$ cat config.mk
export PLATFORM = sky130hd
export DESIGN_NAME = prmq_ctrl
export DESIGN_NICKNAME = d
export VERILOG_FILES = /design/src/rtl/prmq_pkg.sv /design/src/rtl/prmq_ctrl.sv
export SDC_FILE = /design/constraint.sdc
export NUM_CORES = 1
export LEC_CHECK = 0
export BUFFER_PORTS_ARGS = -buffer_cell sky130_fd_sc_hd__buf_2
export CORE_AREA = 2 2 39 41
export CTS_CLUSTER_DIAMETER = 100
export DETAILED_ROUTE_END_ITERATION = 8
export DIE_AREA = 0 0 41 43
export PLACE_DENSITY = 0.44
export SYNTH_ARGS = -nofsm -noshare
export SYNTH_HDL_FRONTEND = slang
export SYNTH_SLANG_ARGS = --single-unit
$ cat constraint.sdc
create_clock -name clk -period 1.8 [get_ports clk]
set_clock_uncertainty 0.1 [all_clocks]
set_input_delay 0.36 -clock clk [delete_from_list [all_inputs] [get_ports clk]]
set_output_delay 0.36 -clock clk [all_outputs]
set_load 0.005 [all_outputs]
$ cat src/rtl/prmq_pkg.sv
// Package for the posted receive match queue.
// Shared types and status codes; no dependencies.
package prmq_pkg;

  typedef enum logic [1:0] {
    ST_POSTED  = 2'd0,
    ST_FULL    = 2'd1,
    ST_MATCHED = 2'd2,
    ST_NOMATCH = 2'd3
  } status_t;

  typedef enum logic [2:0] {
    S_IDLE,
    S_SCAN,
    S_CHECK,
    S_SHIFT,
    S_SHIFT_WR,
    S_OUT
  } state_t;

  // Entry payload as stored in memory.
  typedef struct packed {
    logic [63:0] addr;
    logic [31:0] size;
    logic [63:0] bits;
    logic [63:0] mask;
    logic [63:0] tag;
  } entry_t;

  localparam int unsigned ENTRY_W = $bits(entry_t);

  typedef struct packed {
    logic load;      // capture request
    logic post_wr;   // write request as entry at tail
    logic scan_clr;  // scan pointer to zero
    logic scan_inc;  // advance scan pointer; RAM reads at it every cycle
    logic mv_wr;     // write read data at scan pointer - 2
    logic cnt_inc;
    logic cnt_dec;
    logic set_match; // build matched result
    logic set_post;
    logic set_full;
    logic set_nomatch;
  } cmd_t;

  typedef struct packed {
    logic mode;
    logic full;
    logic scan_end;  // scan pointer == count
    logic hit;       // read entry matches
  } sts_t;

endpackage

$ cat src/rtl/prmq_ctrl.sv
// Controller FSM for the match queue.
// Depends on prmq_pkg.
module prmq_ctrl import prmq_pkg::*; (
  input  logic clk,
  input  logic rst_n,
  input  logic in_valid,
  output logic in_ready,
  output logic out_valid,
  input  logic out_ready,
  input  sts_t sts,
  output cmd_t cmd
);
  state_t state_r, state_nxt;

  always_ff @(posedge clk) begin
    if (!rst_n) begin
      state_r <= S_IDLE;
    end else begin
      state_r <= state_nxt;
    end
  end

  always_comb begin
    state_nxt = state_r;
    unique case (state_r)
      S_IDLE:     if (in_valid) state_nxt = S_SCAN;
      S_SCAN: begin
        if (!sts.mode || sts.scan_end) state_nxt = S_OUT;
        else state_nxt = S_CHECK;
      end
      S_CHECK:    state_nxt = sts.hit ? S_SHIFT : S_SCAN;
      S_SHIFT:    state_nxt = sts.scan_end ? S_OUT : S_SHIFT_WR;
      S_SHIFT_WR: state_nxt = S_SHIFT;
      S_OUT:      if (out_ready) state_nxt = S_IDLE;
      default:    state_nxt = S_IDLE;
    endcase
  end

  always_comb begin
    cmd = '0;
    in_ready  = (state_r == S_IDLE);
    out_valid = (state_r == S_OUT);
    unique case (state_r)
      S_IDLE: begin
        cmd.load     = in_valid;
        cmd.scan_clr = in_valid;
      end
      S_SCAN: begin
        if (!sts.mode) begin
          cmd.set_full = sts.full;
          cmd.set_post = !sts.full;
          cmd.post_wr  = !sts.full;
          cmd.cnt_inc  = !sts.full;
        end else if (sts.scan_end) begin
          cmd.set_nomatch = 1'b1;
        end else begin
          cmd.scan_inc = 1'b1;
        end
      end
      S_CHECK: begin
        cmd.set_match = sts.hit;
      end
      S_SHIFT: begin
        if (sts.scan_end) begin
          cmd.cnt_dec = 1'b1;
        end else begin
          cmd.scan_inc = 1'b1;
        end
      end
      S_SHIFT_WR: cmd.mv_wr = 1'b1;
      S_OUT: ;
      default: ;
    endcase
  end
endmodule

==> summary.md <==
| Metric | Value |
|---|---|
| Deepest clock path buffer count | `2` |
| Flops & latches, synth | `3` |
| Max H-tree Level | `1` |
| N_diodes | `0` |
| IO Pins | `21` |
| RSZ-0062 raised after global routing | `yes` |
| Async SR Flop Fraction | `0` |
| Syn nets | `45` |
| IO Port Bufs | `20` |
| Total track usage | `0.0932` |
| Largest registers | `state_r (3)` |
| Clock group share of total power | `0.405` |
| WL final | `721 µm` |
| FP Rows | `14` |
| Setup TNS | `0 ns` |
| Final RePlAce weighted congestion | `0.647` |
| GRT busiest layer | `met2` |
| Worst VDD drop | `0.245 mV` |
| Pre-antenna DRT Iters | `4` |
| Die width | `41 µm` |
| Routed Antenna Nets | `0` |
| Post-Syn Area per Cell | `7.30 µm²` |
| Core ar. | `1380 µm²` |
| Worst Path Arrival | `1.30 ns` |
| Startpoint types | `flip-flop` |
| Ratio of cells with drive above 1 in the final layout | `0.593` |
| Worst Setup End Kind | `output pin` |
| Via Count | `325` |
| Ys Warns | `0` |
| Root buf cell | `clkbuf_4` |
| Largest register FFs | `3` |
| Area grow syn2layout | `57.4%` |
| Clock latency on the worst-skew pair | `around 0.23 ns` |
| FILL cells | `between 150 and 200` |
| Hold Violations, Final | `0` |
| WL/cell | `just under 10 µm` |
| Fin. max-slew vios | `0` |
| Yosys cell types | `23` |
| Die Area | `between 1500 and 2000 µm²` |
| Met3 GRT Util | `0.0419` |
| Most common cell after layout, fill and taps aside | `buf_2` |
| Initial core utilization | `0.195` |
| DP Wirelength | `between 500 and 600 µm` |
| Clock Sinks | `3` |
| Most frequent cells in the layout | `20 x buf_2, 4 x nor2_1, 4 x nand2_1` |
| Final non-filler cell total | `between 70 and 80` |
| Tmin final | `1.76 ns` |
| Comb power frac | `0.330` |
| LEAKAGE | `about 0.22 nW` |
| Congestion Overflow GR | `0` |
| Met1 Track Usage GR | `0.115` |
| Reg power frac | `0.265` |
| Setup violations, final | `0` |
| Sw Pwr | `0.0861 mW` |
| Worst Path Max Fanout | `4` |
| Clock slew at reported path FFs | `0.04 ns` |
| Sw Ratio | `0.296` |
| First-pass GRT wire length | `1150 µm` |
| Area after DPL | `approximately 380 µm²` |
| Hold/Removal Path Class | `input port to flip-flop` |
| Vias in the first global route | `274` |
| Status | `finished clean` |
| Starting DRC count in detailed routing | `10` |
| Power per cell area | `685 nW/µm²` |
| Met2 Usage GRT | `0.134` |
| Crit path required time | `1.34 ns` |
| Post-CTS setup buffer count | `0` |
| CTS tree | `done` |
| Util after Layout | `0.307` |
| Internal power | `0.205 mW` |
| Final instance area | `425 µm²` |
| Placed Instances | `71` |
| Post-route clock period utilization | `0.977` |
| Post-synthesis sequential area ratio | `0.222` |
| Setup CP Type | `flip-flop to output pin` |
| EDFF count, synth | `0` |
| Peak Freq | `approximately 570 MHz` |
| Num CTS Buffers | `3` |
| Reg with most FFs | `state_r` |
| Die height | `43 µm` |
| Worst-margin pin slew | `0.250 ns` |
| Remaining DRCs | `0` |
| Nets | `68` |
| Post-synthesis cell area | `270 µm²` |
| Vias per cell | `between 4 and 5` |
| Gate Count Post-Synth | `37` |
| Largest net degree at the start of global routing | `10` |
| Max-Cap Viols | `0` |
| Rel. slew slack | `0.833` |
| Top FF cell, synth | `dfxtp_1` |
| Antenna violations before repair | `0` |
-- per-layer routing --
metal / routed length, µm / part of all wire
met1: 295 / 0.41
met2: 346 / 0.48
met3: 79 / 0.11
met4: 0 / 0
met5: 0 / 0
-- per-stage QoR --
step / power [mW] / hold WS (ns) / setup slack [ns]
after detailed placement: 0.168 / 0.487 / 0.238
after floorplan: 0.133 / 0.388 / 0.0511
after CTS: 0.291 / 0.274 / 0.0380
final: 0.291 / 0.277 / 0.0409
after global placement: 0.170 / 0.498 / 0.259
after global routing: 0.322 / 0.267 / -0.0329
-- kinds of logic after synthesis --
family,count (synthesis),share of synthesized area
AND/OR/NAND/NOR,23,0.523
buffers and inverters,7,0.148
AO/OA/AOI/OAI,4,0.106
flip-flops,3,0.222
-- final cells by class --
cell class                 instances  area (µm²)  area share
clock buffer                       4        26.3      0.0618
timing repair buffer              23         123       0.288
sequential                         3        62.6       0.147
tap                               16        20.0      0.0471
inverter                           2        7.51      0.0176
multi-input combinational         27         186       0.438
-- power groups by stage --
stage	sequential (mW)	clock [mW]	combinational [mW]
finish	0.0772	0.118	0.0961
CTS	0.0762	0.122	0.0928
detailed placement	0.0771	0	0.0913
global route	0.0778	0.136	0.108
floorplan	0.0778	0	0.0549
global placement	0.0770	0	0.0928
-- critical path, cell delays in order, from the launching register on --
cell and delay (ns):
dfxtp_2 0.31, or3b_4 0.43, nor3_4 0.19, buf_2 0.14
-- cells in the mapped netlist (2+ instances only) --
master / count / share of area
buf_2: 2 / 0.037
nor2_1: 4 / 0.056
nand2_1: 4 / 0.056
inv_1: 2 / 0.028
nor3_1: 3 / 0.056
buf_4: 3 / 0.083
dfxtp_1: 3 / 0.22
-- worst paths after layout --
| check | from | end | slack [ns] | cells past startpoint |
|---|---|---|---|---|
| worst max register to register | state_r[1] | state_r[1] | 0.59 | 4 |
| worst min register to register | state_r[0] | state_r[0] | 0.48 | 2 |
| worst max-delay path | state_r[2] | cmd[5] | 0.04 | 3 |
| worst min-delay path | rst_n | state_r[1] | 0.28 | 2 |
-- timing repair --
| action | 4_1_cts | 5_1_grt |
|---|---|---|
| pin swaps | 0 | 2 |
| setup endpoints to repair | 3 | 6 |
| hold buffers | 0 | 0 |
| gates resized for setup | 1 | 4 |
No activity file was read; power rests on OpenSTA's default activity.
